==> src/design/csgate_pkg.sv <==
// Shared types and constants of the cosine similarity gate.
package csgate_pkg;

    // Accumulator, product and root search widths
    localparam int ACC_W     = 48;
    localparam int PROD_W    = 2 * ACC_W;
    localparam int ROOT_W    = 128;
    localparam int MUL_STEPS = ACC_W;
    localparam int MUL_CW    = 6;
    localparam int SIM_W     = 16;
    localparam int ROOT_BW   = 4;

    // Job queue between front and back
    localparam int Q_DEPTH = 4;
    localparam int Q_AW    = 2;
    localparam int Q_CW    = 3;

    // Operation codes
    localparam logic OP_ENROLL = 1'b0;
    localparam logic OP_JUDGE  = 1'b1;

    // Configuration register indexes
    localparam logic [1:0] CFG_BASE_THRESHOLD = 2'd0;
    localparam logic [1:0] CFG_SHORT_FACTOR   = 2'd1;
    localparam logic [1:0] CFG_FULL_ENROLL    = 2'd2;

    // Reset values of the configuration registers
    localparam logic signed [15:0] BASE_THR_RST    = 16'sd16384;
    localparam logic [15:0]        SHORT_FAC_RST   = 16'd22938;
    localparam logic [23:0]        FULL_ENROLL_RST = 24'd48000;

    // Norm product at or below this counts as a tiny denominator
    localparam logic [PROD_W-1:0] TINY_LIMIT = PROD_W'(115);

    localparam logic signed [SIM_W-1:0] SIM_ONE = 16'sd32767;

    // One finished vector, handed from front to back
    typedef struct packed {
        logic                    kind;
        logic                    short_flag;
        logic signed [15:0]      thr;
        logic                    no_ref;
        logic signed [ACC_W-1:0] dot;
        logic [ACC_W-1:0]        qn;
        logic [ACC_W-1:0]        rn;
    } t_job;

    typedef enum logic [1:0] {
        BK_IDLE,
        BK_MUL,
        BK_ROOT,
        BK_DONE
    } t_back_state;

endpackage

==> src/design/csgate_queue.sv <==
// Short job queue between the front and back parts.
module csgate_queue (
    input  logic                        i_clk,
    input  logic                        i_rst_n,
    input  logic                        i_push,
    input  csgate_pkg::t_job            i_job,
    output logic [csgate_pkg::Q_CW-1:0] o_free,
    output logic                        o_valid,
    input  logic                        i_pop,
    output csgate_pkg::t_job            o_job
);
    import csgate_pkg::*;

    t_job            r_mem [Q_DEPTH];
    logic [Q_AW-1:0] r_wp, r_rp;
    logic [Q_CW-1:0] r_count;
    logic            w_pop;

    assign o_free  = Q_CW'(Q_DEPTH) - r_count;
    assign o_valid = r_count != '0;
    assign o_job   = r_mem[r_rp];
    assign w_pop   = i_pop && o_valid;

    // Advance pointers and count
    always_ff @(posedge i_clk) begin
        if (!i_rst_n) begin
            r_wp    <= '0;
            r_rp    <= '0;
            r_count <= '0;
        end else begin
            if (i_push) begin
                r_wp <= r_wp + Q_AW'(1);
            end
            if (w_pop) begin
                r_rp <= r_rp + Q_AW'(1);
            end
            r_count <= r_count + Q_CW'(i_push) - Q_CW'(w_pop);
        end
    end

    // Store the pushed job
    always_ff @(posedge i_clk) begin
        if (i_push) begin
            r_mem[r_wp] <= i_job;
        end
    end

endmodule

==> config.mk <==
export PLATFORM = sky130hd
export DESIGN_NAME = csgate_queue
export DESIGN_NICKNAME = d
export VERILOG_FILES = /design/src/design/csgate_pkg.sv /design/src/design/csgate_queue.sv
export SDC_FILE = /design/constraint.sdc
export NUM_CORES = 1
export LEC_CHECK = 0
export BUFFER_PORTS_ARGS = -buffer_cell sky130_fd_sc_hd__buf_2
export CELL_PAD_IN_SITES_DETAIL_PLACEMENT = 0
export CELL_PAD_IN_SITES_GLOBAL_PLACEMENT = 2
export CORE_ASPECT_RATIO = 1.75
export CORE_MARGIN = 4
export CORE_UTILIZATION = 45
export DETAILED_ROUTE_END_ITERATION = 8
export PLACE_DENSITY_LB_ADDON = 0.1
export REMOVE_ABC_BUFFERS = 1
export SYNTH_ARGS = -nofsm -noshare
export SYNTH_HDL_FRONTEND = slang
export SYNTH_SLANG_ARGS = --single-unit
==> constraint.sdc <==
create_clock -name i_clk -period 6.4 [get_ports i_clk]
set_input_delay 0.64 -clock i_clk [delete_from_list [all_inputs] [get_ports i_clk]]
set_output_delay 0.64 -clock i_clk [all_outputs]
set_load 0.02 [all_outputs]
==> After elaboration in Yosys (flattened, before gate mapping) <==
Memories as Yosys holds them, arrays and structs flattened. A register that Yosys moved wholly into a read port is not among the register bits.
Cells that the tools add are included.
{ "totals": {"output_inout_bits": 167, "ff_bits": 7, "wordCells": 15, "ram_bits": 652, "inputBits": 167, "mem_count": 1} }
{ "op_classes": {"n_addsub": 5, "n_mux": 4, "n_reduce_logical": 2} }
{ "memory_table": {"columns": ["memory", "depth", "word_bits", "read_ports", "rd_ports_with_merged_regs", "write_ports", "line", "source"], "rows": [
  ["r_mem", 4, 163, 1, 1, 1, "csgate_queue.sv:14", "t_job r_mem [Q_DEPTH];"]
]} }
{ "op_table": {"columns": ["op", "n"], "rows": [
  ["adder 2 x 1 -> 2 bit, second input constant", 2],
  ["two-way mux 2 bit", 2],
  ["adder 3 x 1 -> 3 bit", 1],
  ["nonzero test 3 bit", 1],
  ["subtractor 3 x 1 -> 3 bit", 1],
  ["subtractor 3 bit, first input constant", 1],
  ["two-way mux 1 bit", 2],
  ["logical AND 1 bit", 1]
]} }

==> Depth between registers and ports, before layout <==
{ "logic_depth": {"depth_word": 4, "depth_mapped": 10, "ltp_nobuf": 10} }

==> Worst setup path after synthesis <==
OpenSTA, ideal clock, no wires.
{ "synth_timing": {"kind": "in2reg", "startpoint": "input i_push", "endpoint": "memory r_mem[0][0] in the netlist's numbering (enable)", "required_time_ns": 5.858, "setup_ns": 0.542, "setup_slack_ns": 1.505, "arrival_ns": 4.353, "path_buffers": 0, "cell_stages": 1, "path_cell_list": "and2_1"} }
{ "synth_between": {"elab_chain_len": 2} }
{ "synth_rtl": {"columns": ["element", "line", "source"], "rows": [
  ["start, declared", "csgate_queue.sv:5", "input logic i_push,"],
  ["two-way mux 1 bit", "csgate_queue.sv:43", "if (i_push) begin"],
  ["two-way mux 1 bit (implied by the code)", "csgate_queue.sv:44", "r_mem[r_wp] <= i_job;"],
  ["end, declared", "csgate_queue.sv:14", null]
]} }
Every way passes these cells.

==> reports/metrics.yaml <==
status: "finished clean"
reg2reg_to: "r_mem[1][145]$_DFFE_PP_"
routed_wl_um: 49200
gr-usage-met2_pct: 29.3
final_nets: 1444
cts.sinks: 661
cts_resized: 0
layout_common_cells: "652 x edfxtp_1, 333 x buf_2, 163 x mux4_2"
reg2reg_slack_ns: 3.79
grt_overflow: 0
slew_viol_final: 0
ant_nets: 0
min_to: "r_mem[3][64]$_DFFE_PP_"
insertion_delay_ns: 0.59
post_route_cells_drive_above_1_share_pct: 45.5
synth_xor_area_share_pct: 0.183
initial_core_util_pct: 45.7
finalCritPeriodShare_pct: 59.5
layout_min_cycle_time_ns: 3.81
finalHoldViolCount: 0
worst_slew_pin_slew_ns: 0.953
critPathArrivalTime_ns: 3.17
drc: 0
final_area_um2: 28300
final_common_cell: "edfxtp_1"
design.die.area_um2: 57200
critPathKind: "register to output pin"
power.leakage_uw: 0.00938
root_buffer: "clkbuf_16"
ys_seq_area_share_pct: 82.4
port_buffers: 333
ys_ff_latch: 661
clk_pin_slew_ns: 0.06
cts_buffers: 56
crit_required_ns: 5.76
cts_tree: "yes"
power.density_nw_per_um2: 381
grt_pass1_vias: 11500
regToRegStartpoint: "r_wp[1]$_SDFFE_PN0P_"
synth_cell_types: 17
skew_ns: 0.0177
drt_first_pass_iters: 4
grt_first_pass_wirelength_um: 74500
antenna_found_initial: 16
rsz0062_at_grt: "false"
netlist_instances: 899
maxCapViolCount: 0
synth_top_family_by_area: "multiplexers"
use_met3_pct: 4.40
via_per_inst: 5.31
reg2regPathDepth: 5
placed_cells: 1888
finalSetupViolations: 0
crit_fanout: 43
use_met1_pct: 22.0
startpoint_type: "register"
gr-usage-all-layers_pct: 17.3
grt_max_degree: 88
min_path_type: "input pin to register"
hold_path.startpoint: "i_job[64]"
place_hpwl_um: 30200
pin_count: 334
synth-simple-area-share_pct: 0.371
cts_max_level: 2
place_area_um2: 26400
place_congestion: 0.702
grt-busiest-layer: "met2"
vias: 10600
syn2layout_area_growth_pct: 17.9
synth_fa_ha_area_share_pct: 0.501
hold_path_depth: 1
end_kind: "output pin"
clock_path_buffers: 3
dieHeight_um: 313
final_cells: 2000
core_um2: 52500
synth_area_per_cell_um2: 26.7
synth.area.mux_share_pct: 15.4
num_rows: 111
cts_hold_buffers: 0
peakVddDrop_mv: 0.262
syn_area_um2: 24000
clock.fmax_ghz: 0.263
synth_compound_gate_area_share_pct: 0
fp.dieW_um: 182
drtIter0Drc: 655
cts_setup_buffers: 0
ys.warnings.count: 0
slew_headroom_pct: 36.5
wl_per_cell_um: 24.6
[per-layer routing]
| layer | vias up | wire [um] |
|---|---|---|
| li1 | 4611 | - |
| met5 | - | 35 |
| met2 | 341 | 25500 |
| met3 | 101 | 3240 |
| met1 | 5549 | 18900 |
| met4 | 8 | 1590 |
[flip-flops by register name, summed over array words and instances, names as in the netlist, named ones only]
register	cells
r_wp	2
r_rp	2
r_mem	652
r_count	3
[synthesized netlist by cell type]
| cell type | count | area [um^2] |
|---|---|---|
| buf_1 | 4 | 15.0 |
| ha_1 | 8 | 100 |
| clkbuf_1 | 3 | 11.3 |
| and2_1 | 11 | 68.8 |
| buf_6 | 9 | 101 |
| fa_1 | 1 | 20.0 |
| buf_2 | 18 | 90.1 |
| dfxtp_1 | 9 | 180 |
| mux2i_1 | 1 | 10.0 |
| mux4_2 | 163 | 3670 |
| inv_1 | 9 | 33.8 |
| xnor2_1 | 2 | 17.5 |
| nor2b_1 | 2 | 12.5 |
| edfxtp_1 | 652 | 19600 |
| buf_4 | 3 | 22.5 |
| nand3b_1 | 1 | 7.51 |
| xor2_1 | 3 | 26.3 |
[metrics by stage]
| stage | setup WS [ns] | utilization (%) | setup TNS, ns | total power, uW | hold slack [ns] |
|---|---|---|---|---|---|
| after floorplan | -1.78 | - | -290.23 | 6910 | 0.528 |
| after global placement | 3.04 | 50.3 | 0 | 7550 | 0.550 |
| after detailed placement | 3.04 | 50.3 | 0 | 7570 | 0.571 |
| after CTS | 2.40 | 53.8 | 0 | 11000 | 0.220 |
| after global routing | 2.24 | 53.8 | 0 | 11300 | 0.229 |
| final | 2.59 | 53.8 | 0 | 10800 | 0.266 |
[cell type report]
| class | count | area [um^2] |
|---|---|---|
| Inverter | 9 | 33.8 |
| Multi-Input combinational cell | 192 | 3940 |
| Sequential cell | 661 | 19800 |
| Antenna cell | 7 | 17.5 |
| Fill cell | 4090 | 24200 |
| Tap cell | 678 | 848 |
| Clock buffer | 70 | 1480 |
| Timing Repair Buffer | 348 | 1820 |
| Clock inverter | 35 | 355 |
[power by group]
| group | internal, uW | switching (uW) |
|---|---|---|
| registers | 4990 | 136 |
| clock network | 1920 | 1470 |
| logic | 962 | 1300 |
[critical path, cell delays in order (launching register included)]
cell and delay [ns]:
dfxtp_4 0.94, buf_4 0.75, mux4_2 0.63, buf_2 0.18
[how the worst max path moves through the flow]
| stage | endpoint | slack (ns) | cells past startpoint |
|---|---|---|---|
| after detailed placement | o_job[152] | 3.04 | 3 |
| after global routing | o_job[0] | 2.24 | 3 |
| after CTS | o_job[152] | 2.40 | 3 |
| final | o_job[81] | 2.59 | 3 |
| after floorplan | o_job[0] | -1.78 | 1 |
| after global placement | o_job[0] | 3.04 | 3 |
[logic make-up after synthesis]
kind of cell | count (synthesis)
fa+ha+maj | 9
mux | 164
simple gates | 14
buf+inv | 46
xor+xnor | 5
flops | 661
No activity file was read; power rests on OpenSTA's default activity.
