## config.mk

```make
export PLATFORM = sky130hd
export DESIGN_NAME = csgate_back
export DESIGN_NICKNAME = d
export VERILOG_FILES = /design/src/design/csgate_pkg.sv /design/src/design/csgate_back.sv
export SDC_FILE = /design/constraint.sdc
export NUM_CORES = 2
export LEC_CHECK = 0
export ABC_AREA = 1
export BUFFER_PORTS_ARGS = -buffer_cell sky130_fd_sc_hd__clkbuf_2
export CORE_ASPECT_RATIO = 1.5
export CORE_MARGIN = 4
export CORE_UTILIZATION = 35
export DETAILED_ROUTE_END_ITERATION = 7
export SKIP_LAST_GASP = 1
export SYNTH_ARGS = -nofsm -noshare
export SYNTH_HDL_FRONTEND = slang
export SYNTH_SLANG_ARGS = --single-unit
export TNS_END_PERCENT = 5
```

## constraint.sdc

```tcl
create_clock -name i_clk -period 31.8 [get_ports i_clk]
set_clock_uncertainty 0.2 [all_clocks]
set_input_delay 3.18 -clock i_clk [delete_from_list [all_inputs] [get_ports i_clk]]
set_output_delay 3.18 -clock i_clk [all_outputs]
set_load 0.05 [all_outputs]
```

## src/design/csgate_pkg.sv

```systemverilog
// Shared types and constants of the cosine similarity gate.
package csgate_pkg;

    // Accumulator, product and root search widths
    localparam int ACC_W     = 48;
    localparam int PROD_W    = 2 * ACC_W;
    localparam int ROOT_W    = 128;
    localparam int MUL_STEPS = ACC_W;
    localparam int MUL_CW    = 6;
    localparam int SIM_W     = 16;
    localparam int ROOT_BW   = 4;

    // Job queue between front and back
    localparam int Q_DEPTH = 4;
    localparam int Q_AW    = 2;
    localparam int Q_CW    = 3;

    // Operation codes
    localparam logic OP_ENROLL = 1'b0;
    localparam logic OP_JUDGE  = 1'b1;

    // Configuration register indexes
    localparam logic [1:0] CFG_BASE_THRESHOLD = 2'd0;
    localparam logic [1:0] CFG_SHORT_FACTOR   = 2'd1;
    localparam logic [1:0] CFG_FULL_ENROLL    = 2'd2;

    // Reset values of the configuration registers
    localparam logic signed [15:0] BASE_THR_RST    = 16'sd16384;
    localparam logic [15:0]        SHORT_FAC_RST   = 16'd22938;
    localparam logic [23:0]        FULL_ENROLL_RST = 24'd48000;

    // Norm product at or below this counts as a tiny denominator
    localparam logic [PROD_W-1:0] TINY_LIMIT = PROD_W'(115);

    localparam logic signed [SIM_W-1:0] SIM_ONE = 16'sd32767;

    // One finished vector, handed from front to back
    typedef struct packed {
        logic                    kind;
        logic                    short_flag;
        logic signed [15:0]      thr;
        logic                    no_ref;
        logic signed [ACC_W-1:0] dot;
        logic [ACC_W-1:0]        qn;
        logic [ACC_W-1:0]        rn;
    } t_job;

    typedef enum logic [1:0] {
        BK_IDLE,
        BK_MUL,
        BK_ROOT,
        BK_DONE
    } t_back_state;

endpackage

```

## src/design/csgate_back.sv

```systemverilog
// Back part: norm products, square-root search for the ratio, verdict and result register.
module csgate_back (
    input  logic               i_clk,
    input  logic               i_rst_n,
    input  logic               i_q_valid,
    input  csgate_pkg::t_job   i_job,
    output logic               o_pop,
    output logic               o_valid,
    input  logic               i_ready,
    output logic               o_finished_kind,
    output logic signed [15:0] o_similarity,
    output logic               o_accepted,
    output logic               o_short_enrollment
);
    import csgate_pkg::*;

    t_back_state r_state, n_state;

    logic                    r_kind, r_short, r_neg;
    logic signed [15:0]      r_thr;
    logic signed [SIM_W-1:0] r_sim;
    logic [PROD_W-1:0]       r_ma, r_mm, r_p, r_m;
    logic [ACC_W-1:0]        r_mb, r_mn;
    logic [MUL_CW-1:0]       r_cnt;
    logic [ROOT_W-1:0]       r_t, r_u, r_r;
    logic [SIM_W-1:0]        r_s;
    logic [ROOT_BW-1:0]      r_bit;
    logic                    r_out_valid, r_out_kind, r_out_acc, r_out_short;
    logic signed [15:0]      r_out_sim;

    logic [ACC_W-1:0]        w_mag;
    logic [PROD_W-1:0]       n_p, n_m;
    logic                    w_mul_end, w_tiny;
    logic [ROOT_W-1:0]       w_trial, w_u_add;
    logic                    w_fit;
    logic [SIM_W-1:0]        n_s, w_bit_mask;
    logic                    w_out_free;

    // Saturate the root to Q1.15 and apply the sign of the dot product
    function automatic logic signed [SIM_W-1:0] sat_sim(input logic [SIM_W-1:0] s,
                                                        input logic neg);
        logic [SIM_W:0] m;
        logic [SIM_W:0] d;
        m = (s > 16'd32768) ? 17'd32768 : {1'b0, s};
        d = 17'd0 - m;
        if (neg) begin
            return d[SIM_W-1:0];
        end
        return (s > 16'd32767) ? SIM_ONE : s;
    endfunction

    assign w_mag = i_job.dot[ACC_W-1] ? ACC_W'(-i_job.dot) : i_job.dot;

    // Shift-add multiply for both norm product and squared dot
    assign n_p       = r_p + (r_mb[0] ? r_ma : '0);
    assign n_m       = r_m + (r_mn[0] ? r_mm : '0);
    assign w_mul_end = r_cnt == MUL_CW'(MUL_STEPS - 1);
    assign w_tiny    = n_p <= TINY_LIMIT;

    // Root search step: try setting the current bit
    assign w_trial    = r_t + (r_u << ({1'b0, r_bit} + 5'd1))
                        + ({{(ROOT_W-PROD_W){1'b0}}, r_p} << {r_bit, 1'b0});
    assign w_u_add    = {{(ROOT_W-PROD_W){1'b0}}, r_p} << r_bit;
    assign w_fit      = w_trial <= r_r;
    assign w_bit_mask = SIM_W'(1) << r_bit;
    assign n_s        = w_fit ? (r_s | w_bit_mask) : r_s;

    assign w_out_free = !r_out_valid || i_ready;

    // Next state
    always_comb begin
        n_state = r_state;
        o_pop   = 1'b0;
        case (r_state)
            BK_IDLE: begin
                o_pop = i_q_valid;
                if (i_q_valid) begin
                    if (i_job.kind == OP_ENROLL || i_job.no_ref) begin
                        n_state = BK_DONE;
                    end else begin
                        n_state = BK_MUL;
                    end
                end
            end
            BK_MUL: begin
                if (w_mul_end) begin
                    n_state = w_tiny ? BK_DONE : BK_ROOT;
                end
            end
            BK_ROOT: begin
                if (r_bit == '0) begin
                    n_state = BK_DONE;
                end
            end
            BK_DONE: begin
                if (w_out_free) begin
                    n_state = BK_IDLE;
                end
            end
            default: n_state = BK_IDLE;
        endcase
    end

    always_ff @(posedge i_clk) begin
        if (!i_rst_n) begin
            r_state <= BK_IDLE;
        end else begin
            r_state <= n_state;
        end
    end

    // Datapath
    always_ff @(posedge i_clk) begin
        case (r_state)
            BK_IDLE: begin
                r_kind  <= i_job.kind;
                r_short <= i_job.short_flag;
                r_thr   <= i_job.thr;
                r_neg   <= i_job.dot[ACC_W-1];
                r_sim   <= (i_job.kind == OP_ENROLL) ? 16'sd0 : SIM_ONE;
                r_ma    <= {{(PROD_W-ACC_W){1'b0}}, i_job.qn};
                r_mb    <= i_job.rn;
                r_mm    <= {{(PROD_W-ACC_W){1'b0}}, w_mag};
                r_mn    <= w_mag;
                r_p     <= '0;
                r_m     <= '0;
                r_cnt   <= '0;
            end
            BK_MUL: begin
                r_p   <= n_p;
                r_m   <= n_m;
                r_ma  <= r_ma << 1;
                r_mm  <= r_mm << 1;
                r_mb  <= r_mb >> 1;
                r_mn  <= r_mn >> 1;
                r_cnt <= r_cnt + MUL_CW'(1);
                r_sim <= 16'sd0;
                r_t   <= '0;
                r_u   <= '0;
                r_s   <= '0;
                r_bit <= ROOT_BW'(SIM_W - 1);
                r_r   <= ROOT_W'({n_m, 30'b0});
            end
            BK_ROOT: begin
                if (w_fit) begin
                    r_t <= w_trial;
                    r_u <= r_u + w_u_add;
                end
                r_s   <= n_s;
                r_bit <= r_bit - ROOT_BW'(1);
                r_sim <= sat_sim(n_s, r_neg);
            end
            default: ;
        endcase
    end

    // Result register
    always_ff @(posedge i_clk) begin
        if (!i_rst_n) begin
            r_out_valid <= 1'b0;
        end else if (r_state == BK_DONE && w_out_free) begin
            r_out_valid <= 1'b1;
        end else if (i_ready) begin
            r_out_valid <= 1'b0;
        end
    end

    always_ff @(posedge i_clk) begin
        if (r_state == BK_DONE && w_out_free) begin
            r_out_kind  <= r_kind;
            r_out_sim   <= r_sim;
            r_out_acc   <= r_kind && (r_sim >= r_thr);
            r_out_short <= r_short;
        end
    end

    assign o_valid            = r_out_valid;
    assign o_finished_kind    = r_out_kind;
    assign o_similarity       = r_out_sim;
    assign o_accepted         = r_out_acc;
    assign o_short_enrollment = r_out_short;

endmodule

```

Word-level counts from Yosys, hierarchy flattened
Cells that the tools add are included.

Bits of input ports: 167. Flip-flop bits (word level): 915. Logic and storage cells: 101.

Equal/unequal tests: 9. Shift operators: 4. Mux-type cells: 35. Add/sub/neg operators: 10. Reductions and logical operators: 13. Bitwise logic cells: 2. Magnitude comparators: 5.

Operator list (count): one-hot mux 96 bit (2 select lines) (4); one-hot mux 128 bit (2 select lines) (2); adder 128 bit (3); 2-to-1 mux 128 bit (2); adder 96 bit (2); 2-to-1 mux 96 bit (2); one-hot mux 48 bit (2 select lines) (2); <= comparator 128 x 126 -> 1 bit (1); << shifter 128 x 5 -> 128 bit (1); << shifter 96 x 4 -> 128 bit (1); << shifter 96 x 5 -> 128 bit (1); <= comparator 96 x 7 -> 1 bit, second input constant (1); 2-to-1 mux 16 bit (5); 2-to-1 mux 48 bit (1); negation 48 bit (1); one-hot mux 16 bit (3 select lines) (1); one-hot mux 16 bit (2 select lines) (1); >= comparator 16 bit (1); greater-than comparator 16 x 15 -> 1 bit, second input constant (1); greater-than comparator 16 bit, second input constant (1); bitwise OR 16 bit (1); << shifter 1 x 4 -> 16 bit, first input constant (1); subtractor 1 x 16 -> 16 bit, first input constant (1); 2-to-1 mux 15 bit (1); other kinds (22) (40).

Longest topological paths before layout
Depth after elaboration: 12. Depth in mapped cells: 76. Depth with buffers taken out: 67.

Worst setup path after synthesis
No wires, ideal clock.

Kind: reg-to-reg. From: register r_state[1]. To: register r_t[0], enable pin. Arrival time: 21369 ps. Data required time: 30373 ps. Stages on the path, launching flop included: 8. Slack: 9004 ps. Path buffers: 3. Library setup time: 1227 ps. Path through: dfxtp_1 -> inv_1 -> ha_1 -> clkbuf_1 -> inv_1 -> clkbuf_1 -> clkbuf_1 -> o21ai_0.

Cells in the longest elaborated chain, start to end: 3. Elaborated cells on any way between the ends: 5. Classes of those cells: 3 x eq/ne; 2 x reduce/logical.

Ends and longest elaborated chain: start: declaration (RTL line csgate_back.sv:17) `t_back_state r_state, n_state;`; start signal: assignment (RTL line csgate_back.sv:108) `r_state <= n_state;`; equality test 2 bit / equality test 2 x 1 -> 1 bit (equally long branches) (RTL line csgate_back.sv:114) `case (r_state)`; != test 2 bit (no line) / nonzero test 2 bit (equally long branches); AND reduction 2 bit (no line) *; end signal: assignment (RTL line csgate_back.sv:146) `r_t <= w_trial;`; end: declaration (RTL line csgate_back.sv:25) `logic [ROOT_W-1:0] r_t, r_u, r_r;`.

Mark *: on every way between the ends. The rest lies on a longest branch, timed or not. A chain may end at the register's enable or synchronous reset.

Worst setup path in the final report
From: register r_bit[0]. To: register r_u[43], enable pin.

Cells in the longest elaborated chain, start to end: 7. Elaborated cells on any way between the ends: 8. Classes of those cells: 3 x add/sub; 1 x order compare; 1 x eq/ne; 2 x shift; 1 x reduce/logical.

Ends and longest elaborated chain: start: declaration (RTL line csgate_back.sv:27) `logic [ROOT_BW-1:0] r_bit;`; start signal: assignment (RTL line csgate_back.sv:141) `r_bit <= ROOT_BW'(SIM_W - 1);`; start signal: assignment (RTL line csgate_back.sv:150) `r_bit <= r_bit - ROOT_BW'(1);`; adder 4 x 1 -> 5 bit (RTL line csgate_back.sv:61) `assign w_trial = r_t + (r_u << ({1'b0, r_bit} + 5'd1))`; << shifter 128 x 5 -> 128 bit (RTL line csgate_back.sv:61); adder 128 bit (RTL line csgate_back.sv:61); adder 128 bit * (RTL line csgate_back.sv:62) `+ ({{(ROOT_W-PROD_W){1'b0}}, r_p} << {r_bit, 1'b0});`; net w_trial[120] (RTL line csgate_back.sv:34) `logic [ROOT_W-1:0] w_trial, w_u_add;`; <= comparator 128 x 126 -> 1 bit * (RTL line csgate_back.sv:64) `assign w_fit = w_trial <= r_r;`; != test 2 bit (no line) *; AND reduction 2 bit (no line) *; end signal: assignment (RTL line csgate_back.sv:147) `r_u <= r_u + w_u_add;`; end: declaration (RTL line csgate_back.sv:25).

Mark *: on every way through the listed nets, which the timed path passes. The rest lies on a longest branch.

==> summary.md <==
| Metric | Value |
|---|---|
| Pre-antenna DRT Iters | `8` |
| Sequential area share after synthesis | `31.73%` |
| Met1 wire length | `about 130000 microns` |
| Post-detail-place hpwl | `268300 microns` |
| Cell row count | `223` |
| FF-to-FF path depth | `51` |
| TNS Setup | `0 ns` |
| Most common cell after layout, fill and taps aside | `nand2_1` |
| CTS sink cnt | `roughly 920` |
| Worst EP required | `31.94 ns` |
| Slew Limit Fails | `0` |
| Design Area, Final | `94190 sq um` |
| Layout cells sized above 1 | `3.968%` |
| Slew HR | `around 8.5%` |
| DRT iter0 DRCs | `7542` |
| Final Util | `between 30% and 40%` |
| Initial antenna violation count | `4` |
| CTS buffer count | `104` |
| Worst skew pair latency | `0.76 ns` |
| Slowest stage delay, CP | `slightly below 0.8 ns` |
| Fin. Hold Viols | `0` |
| CTS Root Buffer Type | `clkbuf_16` |
| Core Region | `246100 sq um` |
| Post-synth cell types | `62` |
| Status | `complete, no violations` |
| Top Metal Used | `met5` |
| Top post-synthesis cells by area | `edfxtp_1 (32%), nand2_1 (14%), inv_1 (8.7%), ha_1 (8.0%), a21oi_1 (6.6%)` |
| Dominant synthesized flop cell | `edfxtp_1` |
| Maxcap violations | `0` |
| Post-CTS Setup Inserts | `0` |
| Area growth syn-to-layout | `8.881%` |
| Setup crit start | `r_bit[0]$_SDFFCE_PN1N_` |
| Hold Path Origin | `r_short$_DFFE_PP_` |
| Post-Route WL | `328300 microns` |
| Worst hold path endpoint | `o_short_enrollment$_DFFE_PP_` |
| Period utilization | `45.73%` |
| Mapped Cells | `~13000` |
| Number of synthesized flops with an enable pin | `912` |
| Placer Congestion | `1.053` |
| Placed cell areas | `around 91000 sq um` |
| Final ANT Viol Nets | `0` |
| GRT Util Overall | `24.99%` |
| Post-synth ARST share | `0%` |
| Filler cells | `26754` |
| Vias in the first global route | `82319` |
| Layout Nets | `13417` |
| CTS H-tree lvls | `3` |
| TritonCTS clock tree | `yes` |
| Die Y | `616.9 microns` |
| Met3 routed WL | `17980 microns` |
| CP max FO | `90` |
| Buffers on Ports | `187` |
| RR Startpoint | `r_bit[0]$_SDFFCE_PN1N_` |
| Post_cts resized | `0` |
| Wire length per cell | `roughly 21 microns` |
| Pin count of the biggest net entering global routing | `roughly 150` |
| Startpoint type of the worst setup path | `flip-flop` |
| R2R Setup Slk | `about 17 ns` |
| Syn Area/Cell | `6.861 sq um` |
| Synthesized cell area | `86510 sq um` |
| Slowest cell on crit path | `buf_4` |
| Buffer depth of the longest clock path | `3` |
| Remaining Overflow, GRT | `0` |
| Hold Crit Class | `flip-flop to flip-flop` |
| Die width | `413.9 microns` |
| FMAX | `around 0.07 GHz` |
| IO Count | `188` |
| CTS clk-pin slew, worst paths | `0.07 ns` |
| Initial Utilization | `35.15%` |
| Post-synth top area share | `31.66%` |
| CTS Hold Bufs | `0` |
| Yosys reg bits | `roughly 900` |
| Mapped Nets | `13462` |
| Critical path class | `flip-flop to flip-flop` |
| Most frequent cells in the layout | `nand2_1 (3258), inv_1 (1997), nor2_1 (1324)` |
| Ys Warns | `0` |
| Most used cell, CP | `nand2_1` |
| Die area | `255300 sq um` |
| Largest area contributor in the netlist | `edfxtp_1` |
| Vias per cell | `5.248` |
| DRC viols | `0` |
| Worst Max-Slew Pin Slew | `about 1.4 ns` |
| Via count | `~84000` |
| Critical path arrival | `14.69 ns` |
| Final setup vio count | `0` |
| WHS Path Cells | `0` |
| Post-layout minimum cycle time | `14.54 ns` |
| Crit Reg-Reg Endpoint | `r_u[43]$_SDFFCE_PN0P_` |
| CP Capture Type | `flip-flop` |
| RSZ-0062 raised after global routing | `false` |
| First-pass GRT wire length | `491500 microns` |
| Routed length on met2 | `approximately 150000 microns` |
## worst max-delay path by stage
| stage | endpoint | slack, ns |
|---|---|---|
| floorplan | r_t[0]$_SDFFCE_PN0P_ | 9.00 |
| global placement | r_u[0]$_SDFFCE_PN0P_ | 17.21 |
| detailed placement | r_u[2]$_SDFFCE_PN0P_ | 17.24 |
| CTS | r_u[43]$_SDFFCE_PN0P_ | 17.19 |
| global route | r_u[43]$_SDFFCE_PN0P_ | 16.18 |
| finish | r_u[43]$_SDFFCE_PN0P_ | 17.26 |
## per-stage QoR
step / setup WS (ns) / instances / hold WS, ns
floorplan: 9.004 / 12609 / 0.2003
global placement: 17.21 / 15720 / 0.2321
detailed placement: 17.24 / 15720 / 0.2293
CTS: 17.19 / 15913 / 0.2419
global route: 16.18 / 15914 / 0.2481
finish: 17.26 / 15915 / 0.2351
## critical path: cells and delay by family, from the launching register on
kind / cells / cell delay (ns)
XOR/XNOR: 1 / 0.19
buffers and inverters: 11 / 4.95
flip-flops: 1 / 0.45
AND/OR/NAND/NOR: 22 / 3.26
adder cells (fa/ha/maj): 3 / 1.13
AO/OA/AOI/OAI: 14 / 3.69
## synthesized netlist by cell type, types with 6 or more instances
cell type	count
nand2_1	3259
inv_1	2002
nor2_1	1325
a21oi_1	1137
o21ai_0	1064
edfxtp_1	912
nand3_1	565
ha_1	556
clkbuf_1	301
a31oi_1	196
xnor2_1	167
xor2_1	150
fa_1	130
mux2i_1	121
buf_1	111
nor3_1	106
o21a_1	91
nand4_1	53
nor4_1	32
a21o_1	30
a21boi_0	27
o21bai_1	27
o211ai_1	25
a211oi_1	21
nand2_2	18
o21ai_1	18
o31ai_1	16
o22ai_1	13
and2_1	12
o221ai_1	12
a221oi_1	9
o211a_1	9
a21boi_1	8
inv_2	7
nand3b_1	6
o2111ai_1	6
## registers in the layout, summed over array words and instances, names as in the netlist
| register | flops |
|---|---|
| r_m | 96 |
| r_mm | 96 |
| o_accepted | 1 |
| r_p | 96 |
| r_bit | 4 |
| r_r | 96 |
| r_mn | 48 |
| r_thr | 16 |
| r_state | 2 |
| r_short | 1 |
| r_t | 128 |
| r_sim | 16 |
| o_short_enrollment | 1 |
| r_u | 128 |
| r_s | 16 |
| o_finished_kind | 1 |
| o_valid | 1 |
| r_mb | 48 |
| r_cnt | 6 |
| r_kind | 1 |
| o_similarity | 16 |
| r_neg | 1 |
| r_ma | 96 |
## cell families (layout without fill, tap and decap cells)
group / Yosys count / after routing / synth area share (%)
XOR/XNOR: 317 / 317 / 3.209
other: 0 / 2 / 0
AO/OA/AOI/OAI: 2732 / 2732 / 17.09
AND/OR/NAND/NOR: 5404 / 5404 / 24.92
flip-flops: 915 / 915 / 31.73
multiplexers: 121 / 121 / 1.400
adder cells (fa/ha/maj): 686 / 686 / 11.05
buffers and inverters: 2434 / 2476 / 10.60
## cell type report
type / count / area [sq um] / share of cell area (%)
Antenna cell: 2 / 5.005 / 0.005314
Inverter: 2012 / 7589 / 8.057
Timing Repair Buffer: 271 / 1604 / 1.703
Multi-Input combinational cell: 9260 / 49980 / 53.06
Clock buffer: 122 / 2713 / 2.880
Sequential cell: 915 / 27450 / 29.14
Clock inverter: 71 / 774.5 / 0.8223
Tap cell: 3262 / 4081 / 4.333
## layer usage
layer	up-vias	global-route usage, %
met5	-	0
met4	4	15.70
met3	810	2.958
met2	2634	42.59
met1	38763	29.75
li1	41317	-
Power is not shown: default switching activity piles up to over one toggle a cycle in this logic, so the estimate is an artifact.
